### src/rtl/core/sbd_pkg.sv
`default_nettype none
// ----------------------------------------------------------------------------
// sbd_pkg: shared types and constants
// Defaults, port widths, back-end state type and the BCD doubling helper for
// the signed binary to decimal digit converter.
// ----------------------------------------------------------------------------
package sbd_pkg;

    // default sizes
    localparam int VALUE_BITS_DEF = 128;
    localparam int MAX_DIGITS_DEF = 39;

    // port widths
    localparam int HALF_W     = 64;
    localparam int IN_DATA_W  = 2 * HALF_W;
    localparam int DIGIT_W    = 4;
    localparam int OUT_DATA_W = 8;

    // decimal base and the threshold at which doubling carries out
    localparam logic [4:0] DEC_BASE  = 5'd10;
    localparam logic [3:0] CARRY_MIN = 4'd5;

    // back-end sequencer states
    typedef enum logic [1:0] {
        ST_IDLE,
        ST_CONV,
        ST_EMIT
    } sbd_state_t;

    // one BCD digit doubled plus the carry from the digit below, mod 10
    function automatic logic [3:0] dbl_digit(input logic [3:0] old, input logic cin);
        logic [4:0] sum;
        sum = {old, cin};
        if (old >= CARRY_MIN)
        begin
            sum = sum - DEC_BASE;
        end
        return sum[3:0];
    endfunction

endpackage
`default_nettype wire

### src/rtl/core/sbd_front.sv
`default_nettype none
// ----------------------------------------------------------------------------
// sbd_front: input stage
// Accepts a transaction, takes the sign and forms the magnitude, and hands
// the result to the queue when there is room.
// ----------------------------------------------------------------------------
module sbd_front #(
    parameter int VALUE_BITS = sbd_pkg::VALUE_BITS_DEF
) (
    input  wire logic                           clk,
    input  wire logic                           rst_n,
    input  wire logic                           s_tvalid,
    output logic                                s_tready,
    input  wire logic [sbd_pkg::IN_DATA_W-1:0]  s_tdata,
    input  wire logic                           q_full,
    output logic                                push,
    output logic                                push_neg,
    output logic [VALUE_BITS-1:0]               push_mag
);

    logic                  valid_reg, valid_next;
    logic                  neg_reg;
    logic [VALUE_BITS-1:0] mag_reg;
    logic [sbd_pkg::IN_DATA_W-1:0] value_full;
    logic [VALUE_BITS-1:0] value;
    logic                  in_neg;
    logic [VALUE_BITS-1:0] in_mag;
    logic                  accept;

    // tdata holds value_high low, value_low high; rebuild the 128-bit word
    assign value_full = {s_tdata[sbd_pkg::HALF_W-1:0],
                         s_tdata[sbd_pkg::IN_DATA_W-1:sbd_pkg::HALF_W]};
    assign value      = value_full[VALUE_BITS-1:0];

    // sign and magnitude; the most negative value negates to itself
    assign in_neg = value[VALUE_BITS-1];
    assign in_mag = in_neg ? (~value + VALUE_BITS'(1)) : value;

    // handshake
    assign push     = valid_reg && !q_full;
    assign s_tready = !valid_reg || !q_full;
    assign accept   = s_tvalid && s_tready;

    always_comb
    begin
        valid_next = valid_reg;
        if (accept)
        begin
            valid_next = 1'b1;
        end
        else if (push)
        begin
            valid_next = 1'b0;
        end
    end

    always_ff @(posedge clk or negedge rst_n)
    begin
        if (!rst_n)
        begin
            valid_reg <= 1'b0;
        end
        else
        begin
            valid_reg <= valid_next;
        end
    end

    // payload
    always_ff @(posedge clk)
    begin
        if (accept)
        begin
            neg_reg <= in_neg;
            mag_reg <= in_mag;
        end
    end

    assign push_neg = neg_reg;
    assign push_mag = mag_reg;

endmodule
`default_nettype wire

### src/rtl/core/sbd_queue.sv
`default_nettype none
// ----------------------------------------------------------------------------
// sbd_queue: two-entry queue
// Holds sign and magnitude between the input stage and the converter.
// ----------------------------------------------------------------------------
module sbd_queue #(
    parameter int VALUE_BITS = sbd_pkg::VALUE_BITS_DEF
) (
    input  wire logic                  clk,
    input  wire logic                  rst_n,
    input  wire logic                  push,
    input  wire logic                  push_neg,
    input  wire logic [VALUE_BITS-1:0] push_mag,
    input  wire logic                  pop,
    output logic                       q_full,
    output logic                       q_empty,
    output logic                       pop_neg,
    output logic [VALUE_BITS-1:0]      pop_mag
);

    logic [VALUE_BITS:0] mem [2];
    logic                wr_ptr_reg, wr_ptr_next;
    logic                rd_ptr_reg, rd_ptr_next;
    logic [1:0]          count_reg, count_next;
    logic                do_push, do_pop;

    assign q_full  = (count_reg == 2'd2);
    assign q_empty = (count_reg == 2'd0);
    assign do_push = push && !q_full;
    assign do_pop  = pop && !q_empty;

    // pointers and fill count
    always_comb
    begin
        wr_ptr_next = wr_ptr_reg ^ do_push;
        rd_ptr_next = rd_ptr_reg ^ do_pop;
        count_next  = count_reg;
        if (do_push && !do_pop)
        begin
            count_next = count_reg + 2'd1;
        end
        else if (do_pop && !do_push)
        begin
            count_next = count_reg - 2'd1;
        end
    end

    always_ff @(posedge clk or negedge rst_n)
    begin
        if (!rst_n)
        begin
            wr_ptr_reg <= 1'b0;
            rd_ptr_reg <= 1'b0;
            count_reg  <= 2'd0;
        end
        else
        begin
            wr_ptr_reg <= wr_ptr_next;
            rd_ptr_reg <= rd_ptr_next;
            count_reg  <= count_next;
        end
    end

    // storage
    always_ff @(posedge clk)
    begin
        if (do_push)
        begin
            mem[wr_ptr_reg] <= {push_neg, push_mag};
        end
    end

    assign pop_neg = mem[rd_ptr_reg][VALUE_BITS];
    assign pop_mag = mem[rd_ptr_reg][VALUE_BITS-1:0];

endmodule
`default_nettype wire

### src/rtl/core/sbd_back.sv
`default_nettype none
// ----------------------------------------------------------------------------
// sbd_back: double dabble converter and digit emitter
// Shifts one magnitude bit per cycle into a BCD register, then walks the
// digits from the top, drops leading zeros and drives the output register.
// ----------------------------------------------------------------------------
module sbd_back #(
    parameter int VALUE_BITS = sbd_pkg::VALUE_BITS_DEF,
    parameter int MAX_DIGITS = sbd_pkg::MAX_DIGITS_DEF
) (
    input  wire logic                            clk,
    input  wire logic                            rst_n,
    input  wire logic                            q_empty,
    input  wire logic                            pop_neg,
    input  wire logic [VALUE_BITS-1:0]           pop_mag,
    output logic                                 pop,
    output logic                                 m_tvalid,
    input  wire logic                            m_tready,
    output logic [sbd_pkg::OUT_DATA_W-1:0]       m_tdata,
    output logic                                 m_tuser,
    output logic                                 m_tlast
);

    localparam int CNT_W = $clog2(VALUE_BITS);
    localparam int DIG_W = $clog2(MAX_DIGITS);

    sbd_pkg::sbd_state_t state_reg, state_next;

    logic [VALUE_BITS-1:0] mag_reg, mag_next;
    logic                  neg_reg, neg_next;
    logic [3:0]            digits_reg [MAX_DIGITS];
    logic [3:0]            digits_next [MAX_DIGITS];
    logic [CNT_W-1:0]      bit_cnt_reg, bit_cnt_next;
    logic [DIG_W-1:0]      dig_cnt_reg, dig_cnt_next;
    logic                  started_reg, started_next;

    logic                  out_valid_reg, out_valid_next;
    logic [3:0]            out_digit_reg, out_digit_next;
    logic                  out_neg_reg, out_neg_next;
    logic                  out_last_reg, out_last_next;

    logic                  slot_free;
    logic                  take;
    logic [3:0]            top_digit;

    assign slot_free = !out_valid_reg || m_tready;
    assign top_digit = digits_reg[MAX_DIGITS-1];
    assign take      = started_reg || (top_digit != 4'd0) || (dig_cnt_reg == '0);

    // next state
    always_comb
    begin
        state_next = state_reg;
        unique case (state_reg)
            sbd_pkg::ST_IDLE:
            begin
                if (!q_empty)
                begin
                    state_next = sbd_pkg::ST_CONV;
                end
            end
            sbd_pkg::ST_CONV:
            begin
                if (bit_cnt_reg == '0)
                begin
                    state_next = sbd_pkg::ST_EMIT;
                end
            end
            sbd_pkg::ST_EMIT:
            begin
                if (slot_free && (dig_cnt_reg == '0))
                begin
                    state_next = sbd_pkg::ST_IDLE;
                end
            end
            default:
            begin
                state_next = sbd_pkg::ST_IDLE;
            end
        endcase
    end

    // datapath and output register
    always_comb
    begin
        pop            = 1'b0;
        mag_next       = mag_reg;
        neg_next       = neg_reg;
        digits_next    = digits_reg;
        bit_cnt_next   = bit_cnt_reg;
        dig_cnt_next   = dig_cnt_reg;
        started_next   = started_reg;
        out_valid_next = out_valid_reg && !m_tready;
        out_digit_next = out_digit_reg;
        out_neg_next   = out_neg_reg;
        out_last_next  = out_last_reg;
        unique case (state_reg)
            sbd_pkg::ST_IDLE:
            begin
                if (!q_empty)
                begin
                    pop          = 1'b1;
                    mag_next     = pop_mag;
                    neg_next     = pop_neg;
                    bit_cnt_next = CNT_W'(VALUE_BITS - 1);
                    for (int i = 0; i < MAX_DIGITS; i++)
                    begin
                        digits_next[i] = 4'd0;
                    end
                end
            end
            sbd_pkg::ST_CONV:
            begin
                // every digit doubles at once; carry in comes from the old digit below
                digits_next[0] = sbd_pkg::dbl_digit(digits_reg[0], mag_reg[VALUE_BITS-1]);
                for (int i = 1; i < MAX_DIGITS; i++)
                begin
                    digits_next[i] = sbd_pkg::dbl_digit(digits_reg[i],
                                         digits_reg[i-1] >= sbd_pkg::CARRY_MIN);
                end
                mag_next     = {mag_reg[VALUE_BITS-2:0], 1'b0};
                bit_cnt_next = bit_cnt_reg - CNT_W'(1);
                dig_cnt_next = DIG_W'(MAX_DIGITS - 1);
                started_next = 1'b0;
            end
            sbd_pkg::ST_EMIT:
            begin
                if (slot_free)
                begin
                    // top digit leaves; leading zeros are skipped
                    for (int i = 1; i < MAX_DIGITS; i++)
                    begin
                        digits_next[i] = digits_reg[i-1];
                    end
                    digits_next[0] = 4'd0;
                    dig_cnt_next   = dig_cnt_reg - DIG_W'(1);
                    if (take)
                    begin
                        started_next   = 1'b1;
                        out_valid_next = 1'b1;
                        out_digit_next = top_digit;
                        out_neg_next   = neg_reg;
                        out_last_next  = (dig_cnt_reg == '0);
                    end
                end
            end
            default:
            begin
                pop = 1'b0;
            end
        endcase
    end

    // control registers
    always_ff @(posedge clk or negedge rst_n)
    begin
        if (!rst_n)
        begin
            state_reg     <= sbd_pkg::ST_IDLE;
            out_valid_reg <= 1'b0;
            bit_cnt_reg   <= '0;
            dig_cnt_reg   <= '0;
            started_reg   <= 1'b0;
        end
        else
        begin
            state_reg     <= state_next;
            out_valid_reg <= out_valid_next;
            bit_cnt_reg   <= bit_cnt_next;
            dig_cnt_reg   <= dig_cnt_next;
            started_reg   <= started_next;
        end
    end

    // payload registers
    always_ff @(posedge clk)
    begin
        mag_reg       <= mag_next;
        neg_reg       <= neg_next;
        digits_reg    <= digits_next;
        out_digit_reg <= out_digit_next;
        out_neg_reg   <= out_neg_next;
        out_last_reg  <= out_last_next;
    end

    assign m_tvalid = out_valid_reg;
    assign m_tdata  = {{(sbd_pkg::OUT_DATA_W - sbd_pkg::DIGIT_W){1'b0}}, out_digit_reg};
    assign m_tuser  = out_neg_reg;
    assign m_tlast  = out_last_reg;

endmodule
`default_nettype wire

### src/rtl/core/signed_binary_to_decimal_digits.sv
`default_nettype none
// ----------------------------------------------------------------------------
// signed_binary_to_decimal_digits: signed binary to decimal digit stream
// Converts one two's-complement value into its decimal digits.
// ----------------------------------------------------------------------------
// Usage:
//   Input channel s_*: one transaction carries a VALUE_BITS-bit two's-complement
//   value as two 64-bit halves. Bits above VALUE_BITS are ignored.
//   Output channel m_*: one transaction per decimal digit, most significant
//   first, leading zeros dropped; zero gives a single 0. m_tuser is the sign
//   of the input on every digit, m_tlast marks the least significant digit.
//   Flow: the input stage registers the item, the converter pops it from the
//   queue, runs double dabble (one magnitude bit per cycle) and then walks
//   the digit register, one digit per cycle while the receiver takes them.
//   The single converter handles one item at a time; it pops the next item
//   only after the digit walk of the current one has ended.
//   A two-entry queue and the input register hold up to three further items.
//   Reset clears all control state; no output is valid after reset.
//   When the receiver stalls, the output register holds its transaction and
//   the digit walk pauses; the input side keeps taking items until the queue
//   and the input register are full.
// ----------------------------------------------------------------------------
module signed_binary_to_decimal_digits #(
    parameter int VALUE_BITS = sbd_pkg::VALUE_BITS_DEF,
    parameter int MAX_DIGITS = sbd_pkg::MAX_DIGITS_DEF
) (
    input  wire logic                           clk,
    input  wire logic                           rst_n,
    input  wire logic                           s_tvalid,
    output logic                                s_tready,
    // [63:0] value_high, [127:64] value_low
    input  wire logic [sbd_pkg::IN_DATA_W-1:0]  s_tdata,
    output logic                                m_tvalid,
    input  wire logic                           m_tready,
    // [3:0] digit, [7:4] zero
    output logic [sbd_pkg::OUT_DATA_W-1:0]      m_tdata,
    // [0] is_negative
    output logic                                m_tuser,
    output logic                                m_tlast
);

    logic                  push;
    logic                  push_neg;
    logic [VALUE_BITS-1:0] push_mag;
    logic                  pop;
    logic                  pop_neg;
    logic [VALUE_BITS-1:0] pop_mag;
    logic                  q_full;
    logic                  q_empty;

    sbd_front #(
        .VALUE_BITS (VALUE_BITS)
    ) u_front (
        .clk      (clk),
        .rst_n    (rst_n),
        .s_tvalid (s_tvalid),
        .s_tready (s_tready),
        .s_tdata  (s_tdata),
        .q_full   (q_full),
        .push     (push),
        .push_neg (push_neg),
        .push_mag (push_mag)
    );

    sbd_queue #(
        .VALUE_BITS (VALUE_BITS)
    ) u_queue (
        .clk      (clk),
        .rst_n    (rst_n),
        .push     (push),
        .push_neg (push_neg),
        .push_mag (push_mag),
        .pop      (pop),
        .q_full   (q_full),
        .q_empty  (q_empty),
        .pop_neg  (pop_neg),
        .pop_mag  (pop_mag)
    );

    sbd_back #(
        .VALUE_BITS (VALUE_BITS),
        .MAX_DIGITS (MAX_DIGITS)
    ) u_back (
        .clk      (clk),
        .rst_n    (rst_n),
        .q_empty  (q_empty),
        .pop_neg  (pop_neg),
        .pop_mag  (pop_mag),
        .pop      (pop),
        .m_tvalid (m_tvalid),
        .m_tready (m_tready),
        .m_tdata  (m_tdata),
        .m_tuser  (m_tuser),
        .m_tlast  (m_tlast)
    );

    // the input stage only writes into a queue with room
    assert property (@(posedge clk) disable iff (!rst_n) push |-> !q_full)
        else $error("push into full queue");

    // the converter only takes from a queue that holds an item
    assert property (@(posedge clk) disable iff (!rst_n) pop |-> !q_empty)
        else $error("pop from empty queue");

    // every emitted digit is a decimal digit
    assert property (@(posedge clk) disable iff (!rst_n)
        m_tvalid |-> (m_tdata[3:0] <= 4'd9))
        else $error("digit out of range");

    // the sign does not change between digits of one item
    assert property (@(posedge clk) disable iff (!rst_n)
        (m_tvalid && m_tready && !m_tlast) ##1 m_tvalid |-> m_tuser == $past(m_tuser))
        else $error("sign changed within an item");

endmodule
`default_nettype wire

### config.mk
export PLATFORM = sky130hd
export DESIGN_NAME = signed_binary_to_decimal_digits
export DESIGN_NICKNAME = d
export VERILOG_FILES = /design/src/rtl/core/sbd_pkg.sv /design/src/rtl/core/sbd_front.sv /design/src/rtl/core/sbd_queue.sv /design/src/rtl/core/sbd_back.sv /design/src/rtl/core/signed_binary_to_decimal_digits.sv
export SDC_FILE = /design/constraint.sdc
export NUM_CORES = 1
export LEC_CHECK = 0
export BUFFER_PORTS_ARGS = -buffer_cell sky130_fd_sc_hd__buf_2
export CORE_ASPECT_RATIO = 1.1
export CORE_MARGIN = 10
export CORE_UTILIZATION = 45
export CTS_BUF_LIST = sky130_fd_sc_hd__clkbuf_8
export DETAILED_ROUTE_END_ITERATION = 6
export PLACE_DENSITY = 0.67
export RECOVER_POWER = 100
export SLEW_MARGIN = 20
export SYNTH_ARGS = -nofsm -noshare
export SYNTH_HDL_FRONTEND = slang
export SYNTH_HIERARCHICAL = 1
export SYNTH_SLANG_ARGS = --single-unit
### constraint.sdc
create_clock -name clk -period 8.14 [get_ports clk]
set_clock_uncertainty 0.1 [all_clocks]
set_input_delay 0 -clock clk [delete_from_list [all_inputs] [get_ports clk]]
set_output_delay 0 -clock clk [all_outputs]
set_load 0.1 [all_outputs]
## After elaboration in Yosys (flattened, before gate mapping)

Memory sizes are Yosys's and may differ from the RTL's.
Index checks and enable logic that the tools add are counted.

| storage, ports and cells | value |
|---|---|
| input port bits | 132 |
| RAM bits | 258 |
| logic and storage cells | 255 |
| register bits after elaboration | 442 |
| memories kept | 1 |

| operators by class | value |
|---|---|
| mux-type cells | 67 |
| add/subtract/negate cells | 44 |
| order comparisons | 39 |
| reductions and logical operators | 36 |
| eq/ne operators | 8 |
| bitwise gates (word level) | 4 |

Memory list:

| memory | depth | bits a word | rd ports | clocked after Yosys merged registers in | wr ports | line | source |
|---|---|---|---|---|---|---|---|
| u_queue.mem | 2 | 129 | 1 | 0 | 1 | sbd_queue.sv:21 | `logic [VALUE_BITS:0] mem [2];` |

Operators with widths:

| cell | number |
|---|---|
| $pmux W156 S3 | 1 |
| $mux W156 | 2 |
| $pmux W128 S2 | 1 |
| $ge A4 B3 Y1 const B | 39 |
| $mux W4 | 39 |
| $sub A4 B4 Y4 const B | 39 |
| $add A128 B1 Y128 const B | 1 |
| $mux W128 | 1 |
| $not A128 Y128 | 1 |
| $mux W127 | 1 |
| $pmux W7 S2 | 1 |
| $pmux W6 S2 | 1 |
| $reduce_and A3 Y1 | 4 |
| $mux W1 | 11 |
| $mux W2 | 5 |
| $logic_and A1 B1 Y1 | 8 |
| $ne A2 B1 Y1 const B | 4 |
| $reduce_bool A2 Y1 | 4 |
| $logic_not A1 Y1 | 7 |
| $logic_not A7 Y1 | 1 |
| $mux W7 | 1 |
| $sub A7 B1 Y7 const B | 1 |
| $logic_not A6 Y1 | 1 |
| $mux W6 | 1 |
| other kinds (15) | 23 |

## Longest topological paths before layout

Gate-level depths: netlist of the first run.

| logic depth | value |
|---|---|
| depth in word-level cells | 8 |
| depth in mapped cells | 9 |

## By module

Netlist of the first run, hierarchy kept.

Modules (own cells, without submodules):

| module | area an instance (um2) | instances | cells each |
|---|---|---|---|
| sbd_back | 15743.8 | 1 | 1272 |
| sbd_queue | 9540.4 | 1 | 419 |
| sbd_front | 7317.0 | 1 | 672 |

## Worst setup path before layout of the first run

OpenSTA, ideal clock, no wires.

| timing path | value |
|---|---|
| path kind | register to register |
| from | register u_back.out_valid_reg (netlist: u_back/m_tvalid) |
| to | register u_back/digits_reg[100] (netlist name) (enable) |
| path slack | -0.425 ns |
| buffers on the path | 1 |
| stages on the path, launching flop included | 5 |
| data arrival time | 7.791 ns |
| period minus slack after synthesis | 8.565 ns |
| cells stage by stage | dfrtp_1 nand2b_1 clkbuf_1 o21ai_1 nor2_1 |

| between the ends | value |
|---|---|
| cells in the longest elaborated chain, start to end | 4 |

RTL lines:

| item | line | source |
|---|---|---|
| start: declaration | sbd_back.sv:37 | `logic out_valid_reg, out_valid_next;` |
| start signal: assignment | sbd_back.sv:168 | `out_valid_reg <= out_valid_next;` |
| $logic_not A1 Y1 | sbd_back.sv:46 | `assign slot_free = !out_valid_reg \|\| m_tready;` |
| $logic_or A1 B1 Y1 | sbd_back.sv:46 |  |
| $ne A2 B1 Y1 (no line) | - |  |
| $reduce_and A3 Y1 (no line) | - |  |
| end signal: assignment | sbd_back.sv:180 | `digits_reg <= digits_next;` |
| end: declaration | sbd_back.sv:31 | `logic [3:0] digits_reg [MAX_DIGITS];` |

No other way between the ends.
A chain may end at the register's enable or synchronous reset.

## Worst setup path after layout of the first run

| timing path | value |
|---|---|
| from | input s_tdata[63] (netlist name) |
| to | register u_front.mag_reg[109] (netlist: u_front/push_mag[109]), data pin |

| between the ends | value |
|---|---|
| cells in the longest elaborated chain, start to end | 1 |

RTL lines:

| item | line | source |
|---|---|---|
| start: declaration | signed_binary_to_decimal_digits.sv:32 | `input wire logic [sbd_pkg::IN_DATA_W-1:0] s_tdata,` |
| $mux W127 | sbd_front.sv:37 | `assign in_mag = in_neg ? (~value + VALUE_BITS'(1)) : value;` |
| net u_front.in_mag[109] | sbd_front.sv:27 | `logic [VALUE_BITS-1:0] in_mag;` |
| end signal: assignment | sbd_front.sv:75 | `mag_reg <= in_mag;` |
| end: declaration | sbd_front.sv:23 | `logic [VALUE_BITS-1:0] mag_reg;` |

The timed path passes the listed nets, and every way through them passes these cells.

==> metrics.txt, run 1 <==
status=finished with violations; failing checks=max-capacitance violations, max-slew violations; ys async rst share=under 10%; vias=between 20,000 and 25,000; Pleak=13.9 nW; Setup Crit Path Kind=in -> reg; Via density=roughly 5.4; Mean Syn Cell Area=13.8 um^2; Slowest cell on crit path=clkbuf_1; max reg flops=roughly 260; Antenna Nets Post-Route=0; CTS sink cnt=700; cells after synthesis=around 2,400; sequential fraction of the synthesis area=64.1%; share of layout cells above drive strength 1=between 10% and 20%; r2r setup slk=about 2.6 ns; minimum clock period=approximately 6 ns; gr ovfl total=0; Distinct cells, synth=58; Total Neg Setup Slack=0 ns; number of global-route vias before repair=~21,000; Worst Hold Depth=3; worst skew pair latency=around 0.74 ns; Power, Total=between 0.008 and 0.009 W; DP Area=approximately 34,000 um^2; CTS tree=built; core area=slightly above 70,000 um^2; Starting Density=between 40% and 50%; worst reg2reg path startpoint=u_back/state_reg[0]; Worst path max stage delay=2.75 ns; yosys warns=6; largest net degree at the start of global routing=between 90 and 100; Synth area leader=edfxtp_1; Final Routed Wirelength=between 70,000 and 80,000 um; final non-filler cell total=about 3,800; Fin. Hold Viols=0; HPWL after DPL=46,700 um; CP startpoint=s_tdata[63]; Setup violations, final=0; global-route wire length before repair=about 120,000 um; Post-synth top flop=edfxtp_1; cells along the critical path=dlygate4sd3_1, clkbuf_1, clkbuf_1, o31ai_1, xnor2_1, dlygate4sd3_1; startpoint types=primary input; drt first pass iters=5; RSZ-0062 raised after global routing=false; Worst Setup End Kind=register; Max-slew headroom=-154%; Final period util=approximately 73%; clock tree buffer depth=3; crit path DAT=roughly 6.3 ns; H-tree depth=3; P&R area growth vs syn=18.6%; DRC Markers=0; DIE AREA=83,600 um^2; Max IR drop VDD=roughly 0.16 mV; Final Max Tran Viols=627; GP Congestion=slightly below 0.9; Worst Tran Pin Value=3.81 ns; largest cells by area after synthesis=edfxtp_1, mux2_2, xnor2_1; maximum clock rate=around 0.17 GHz; Worst R2R Path Depth=6; Reg clk slew, reported paths=~0.06 ns; fin area=just under 40,000 um^2; Tot GR Track Use=17.0%; antenna diode count=0; Die X=between 200 and 300 um; fin nets=3,006; WL/cell=19.1 um; initial antenna violation count=0; # IOs=~140; post-CTS resize count=0; # rows=103; register bit total from synthesis=700; Port Buffer Count=between 100 and 150; PD cells=approximately 220 nW/um^2; end point of the critical path=u_front/push_mag[109]; share of the synthesized area in the top cell type=a little over three fifths; final core occ=a little over half; capturing point of the worst reg2reg path=u_back/digits_reg[42]; number of flops mapped to enable cells by yosys=678; placed insts=between 3,000 and 4,000; Worst EP required=8.50 ns; worst min path class=in -> reg; CTS buffer count=around 110; MaxCap Viol Count=13; Root Buffer=clkbuf_8; synthesized cell area=between 30,000 and 40,000 um^2; CP Max Fanout=90; Initial DRC Count=approximately 1,600; die height=between 300 and 400 um
==> layout make-up <==
type,instances,area [um^2]
fill,5833,33100
multi-input combinational,1486,10900
clock inverter,89,547
sequential,700,20900
tap,945,1180
inverter,94,353
clock buffer,118,1620
timing repair buffer,391,3130
==> layer usage <==
layer,wire length [um],up-vias,track usage (%)
met5,0,-,0
met4,1820,0,5.75
met3,3870,124,3.09
met2,35500,620,28.9
met1,31900,10100,21.7
li1,-,9670,-
==> synthesized netlist by cell type (3+ instances only) <==
| master | number |
|---|---|
| buf_6 | 10 |
| mux2_1 | 36 |
| mux2_2 | 252 |
| a32o_1 | 7 |
| nand3b_1 | 4 |
| nand2b_1 | 49 |
| nor4_1 | 26 |
| nand3_1 | 31 |
| or4_1 | 14 |
| buf_2 | 26 |
| nor3_1 | 39 |
| mux2i_1 | 8 |
| or3_1 | 13 |
| or4_4 | 4 |
| o21ai_0 | 109 |
| edfxtp_1 | 678 |
| nor2_1 | 59 |
| and3_1 | 6 |
| o21ai_1 | 87 |
| buf_4 | 5 |
| inv_1 | 93 |
| dfrtp_1 | 22 |
| xnor2_1 | 167 |
| ha_1 | 90 |
| a31oi_1 | 3 |
| nor3b_1 | 38 |
| xor2_1 | 8 |
| nand2_1 | 230 |
| a21oi_1 | 83 |
| nand4_1 | 21 |
| clkbuf_1 | 43 |
| o31ai_1 | 43 |
| nand4b_1 | 5 |
| nor2b_1 | 9 |
| o41ai_1 | 14 |
==> worst max-delay path: cells and delay by family <==
family	cells	cell delay [ns]
xor gates and xnor gates	1	0.33
buffers and inverters	4	5.08
AOI/OAI and AO/OA	1	0.79
==> worst min-delay path by stage <==
stage                  from               endpoint  slack, ns
2_1_floorplan         rst_n  u_back/bit_cnt_reg[0]      -0.40
3_3_place_gp          rst_n     u_back/started_reg      -0.10
3_5_place_dp          rst_n     u_back/started_reg      -0.09
4_1_cts        s_tdata[112]   u_front/push_mag[48]       0.02
5_1_grt        s_tdata[112]   u_front/push_mag[48]       0.08
6_report       s_tdata[114]   u_front/push_mag[50]       0.09
==> cell usage in the layout, fill, tap and decap left out, types with 16 or more instances in the layout <==
cell / synthesis / final
clkbuf_8: 0 / 118
nand2_1: 230 / 230
or4_1: 14 / 16
o21ai_0: 109 / 196
nand2b_1: 49 / 49
clkinv_2: 0 / 18
inv_1: 93 / 121
nor2_1: 59 / 59
edfxtp_1: 678 / 678
dfrtp_1: 22 / 22
nand4_1: 21 / 21
nor3b_1: 38 / 38
o31ai_1: 43 / 43
mux2_2: 252 / 242
buf_2: 26 / 127
clkinv_1: 0 / 32
clkbuf_1: 43 / 18
mux2_1: 36 / 46
ha_1: 90 / 89
nor3_1: 39 / 39
a21oi_1: 83 / 82
nor4_1: 26 / 26
xnor2_1: 167 / 167
dlygate4sd3_1: 0 / 233
nand3_1: 31 / 31
==> cell families after synthesis <==
group | share of synthesized area, %
other | 0.0115
and+or+nand+nor | 8.90
xor gates and xnor gates | 4.70
adders and majority gates | 3.45
DFF | 64.1
muxes | 10.2
AOI/OAI and AO/OA | 6.14
buffers and inverters | 2.46
==> report_power, final <==
group / switching (W) / internal (W)
clock: 0.00140 / 0.00149
sequential: 0.000139 / 0.00463
combinational: 0.000539 / 0.000325
total: 0.00208 / 0.00644
==> through the flow <==
| step | setup slack (ns) | hold slack (ns) |
|---|---|---|
| floorplan | 0.324 | -0.396 |
| global placement | 4.19 | -0.101 |
| detailed placement | 4.15 | -0.0934 |
| CTS | 4.10 | 0.0167 |
| global route | 2.06 | 0.0750 |
| finish | 2.20 | 0.0940 |
==> repair_timing <==
action | 4_1_cts | 5_1_grt
endpoints found under the hold margin | 187 | 22
hold buffers | 233 | 1
buffers inserted | 0 | 0
No activity file was read; power rests on OpenSTA's default activity.
==> inputs of run 2 (changes only) <==
Clock period 8.14 ns to 4.9 ns, I/O delays scaled along.
==> run 2 against run 1 <==
Core utilization increased by 0.063 points. The flow still finishes with violations (max-capacitance violations, max-slew violations). Largest power group unchanged. Clock power increased by 62%. Sequential power rose by 66%. Critical path depth is 2 lower. Via count up 0.52%. Worst setup slack worse by 1.5 ns. First-iteration DRC count fell by 0.57%.
==> metrics.txt, run 2 (synthesized netlist as in run 1, its figures left out) <==
Root Buffer=clkbuf_8; failing checks=max-capacitance violations, max-slew violations; area of the multi-input gates=about 11,000 um^2; CTS sink cnt=700; initial antenna violation count=4; PD cells=approximately 360 nW/um^2; cells along the critical path=clkbuf_1, o21ai_0, xnor2_1, dlygate4sd3_1; commonest cells after routing, fill and taps aside=edfxtp_1, mux2_2, dlygate4sd3_1; minimum clock period=about 4.2 ns; Max IR drop VDD=0.249 mV; largest net degree at the start of global routing=roughly 160; Slowest cell on crit path=clkbuf_1; Setup Crit Path Kind=in -> reg; DRC Markers=0; FILL cells=5,898; CTS buffer count=about 110; RSZ-0062 raised after global routing=false; most common cell after layout, fill and taps aside=edfxtp_1; WL/cell=just under 20 um; global-route wire length before repair=between 100,000 and 150,000 um; Antenna Nets Post-Route=0; part of the power in registers=~56%; Setup violations, final=0; gr ovfl total=0; Port Buffer Count=139; Worst EP required=approximately 5.2 ns; Hold Buf Count CTS=239; max reg flops=258; Worst Tran Pin Value=slightly below 4 ns; capturing point of the worst reg2reg path=u_back/mag_reg[127]; status=finished with violations; drt first pass iters=5; Worst Setup End Kind=register; DIE AREA=approximately 84,000 um^2; GP Congestion=just over 0.9; clock tree buffer depth=3; Worst path max stage delay=2.71 ns; end point of the critical path=u_front/push_mag[56]; CP Max Fanout=a little under 90; Tot GR Track Use=between 10% and 20%; P&R area growth vs syn=18.7%; Psw=approximately 0.0034 W; Initial DRC Count=1,558; Final Routed Wirelength=about 75,000 um; postcts setup bufs=0; share of layout cells above drive strength 1=18.9%; MaxCap Viol Count=10; Worst R2R Path Depth=3; die height=302 um; final core occ=53.9%; Pint=approximately 0.011 W; H-tree depth=3; r2r setup slk=between 0.7 and 0.8 ns; register area=20,900 um^2; CP startpoint=s_tdata[63]; Starting Density=between 40% and 50%; Pleak=between 10 and 15 nW; HPWL after DPL=48,800 um; worst min path class=in -> reg; crit path DAT=around 4.6 ns; maximum clock rate=0.236 GHz; Fin. Hold Viols=0; Reg clk slew, reported paths=0.06 ns; Die X=277 um; worst reg2reg path startpoint=u_queue/rd_ptr_reg; Switching Share=approximately 24%; Final Max Tran Viols=slightly above 700; core area=approximately 72,000 um^2; startpoint types=primary input; Comb power frac=10.6%; Via density=about 5.4; post-CTS resize count=0; # IOs=approximately 140; number of global-route vias before repair=roughly 22,000; # rows=~100; power share of the clock group=between 30% and 40%; Max-slew headroom=-164%; fin nets=between 3,000 and 4,000; Final period util=a little under nine tenths; worst skew pair latency=0.72 ns; Total Neg Setup Slack=0 ns; vias=between 20,000 and 25,000; CTS tree=built
run 2: cell types whose count changed in the layout (fill, tap and decap cells not counted), sizes merged:
cell / change
bufinv: +1
inv: +2
dlygate4sd3: +6
clkbuf: +1
clkinvlp: +1
diode: +4
run 2: worst min path at each step:
stage / start / cells after the start / end
detailed placement: rst_n / 1 / u_back/started_reg
global placement: rst_n / 1 / u_back/started_reg
floorplan: rst_n / 0 / u_back/bit_cnt_reg[0]
global route: s_tdata[44] / 3 / u_front/push_mag[108]
CTS: s_tdata[63] / 3 / u_front/push_mag[123]
finish: s_tdata[92] / 3 / u_front/push_mag[28]
run 2: power by group through the flow:
stage          Sequential (W)  Combinational, W  Clock [W]
3_5_place_dp          0.00801           0.00133          0
5_1_grt               0.00798           0.00163    0.00512
4_1_cts               0.00789           0.00153    0.00484
6_report              0.00791           0.00149    0.00467
3_3_place_gp          0.00796           0.00131          0
2_1_floorplan         0.00800          0.000792          0
run 2: cell type report:
class                           instances  share of cell area [%]
Timing Repair Buffer                  405                    8.40
Clock buffer                          111                    3.95
Inverter                               94                   0.912
Antenna cell                            4                  0.0259
Sequential cell                       700                    54.0
Clock inverter                         93                    1.42
Multi-Input combinational cell       1486                    28.2
Tap cell                              945                    3.05
run 2: per-layer routing:
metal	wire, um	part of all wire [%]	vias to the layer above	global-route usage [%]
met4	2060	2.8	0	6.71
met1	32000	43	10200	22.2
li1	-	-	9714	-
met5	0	0	-	0
met2	36500	49	638	29.5
met3	4040	5.4	115	3.25
run 2: critical path: cells and delay by family:
family | cells | cell delay (ns)
xor gates and xnor gates | 1 | 0.33
buffers and inverters | 2 | 3.31
AOI/OAI and AO/OA | 1 | 0.84
run 2: stage by stage:
step / area [um^2] / instances / total power (W) / worst slack [ns] / hold WS [ns]
3_3_place_gp: 34400 / 3390 / 0.00927 / 1.23 / -0.105
4_1_cts: 38900 / 3833 / 0.0143 / 1.08 / 0.00837
2_1_floorplan: 32600 / 2366 / 0.00879 / 0.0141 / -0.396
6_report: 38700 / 3838 / 0.0141 / 0.671 / 0.138
3_5_place_dp: 34400 / 3390 / 0.00934 / 1.27 / -0.0912
5_1_grt: 38700 / 3837 / 0.0147 / 0.445 / 0.109
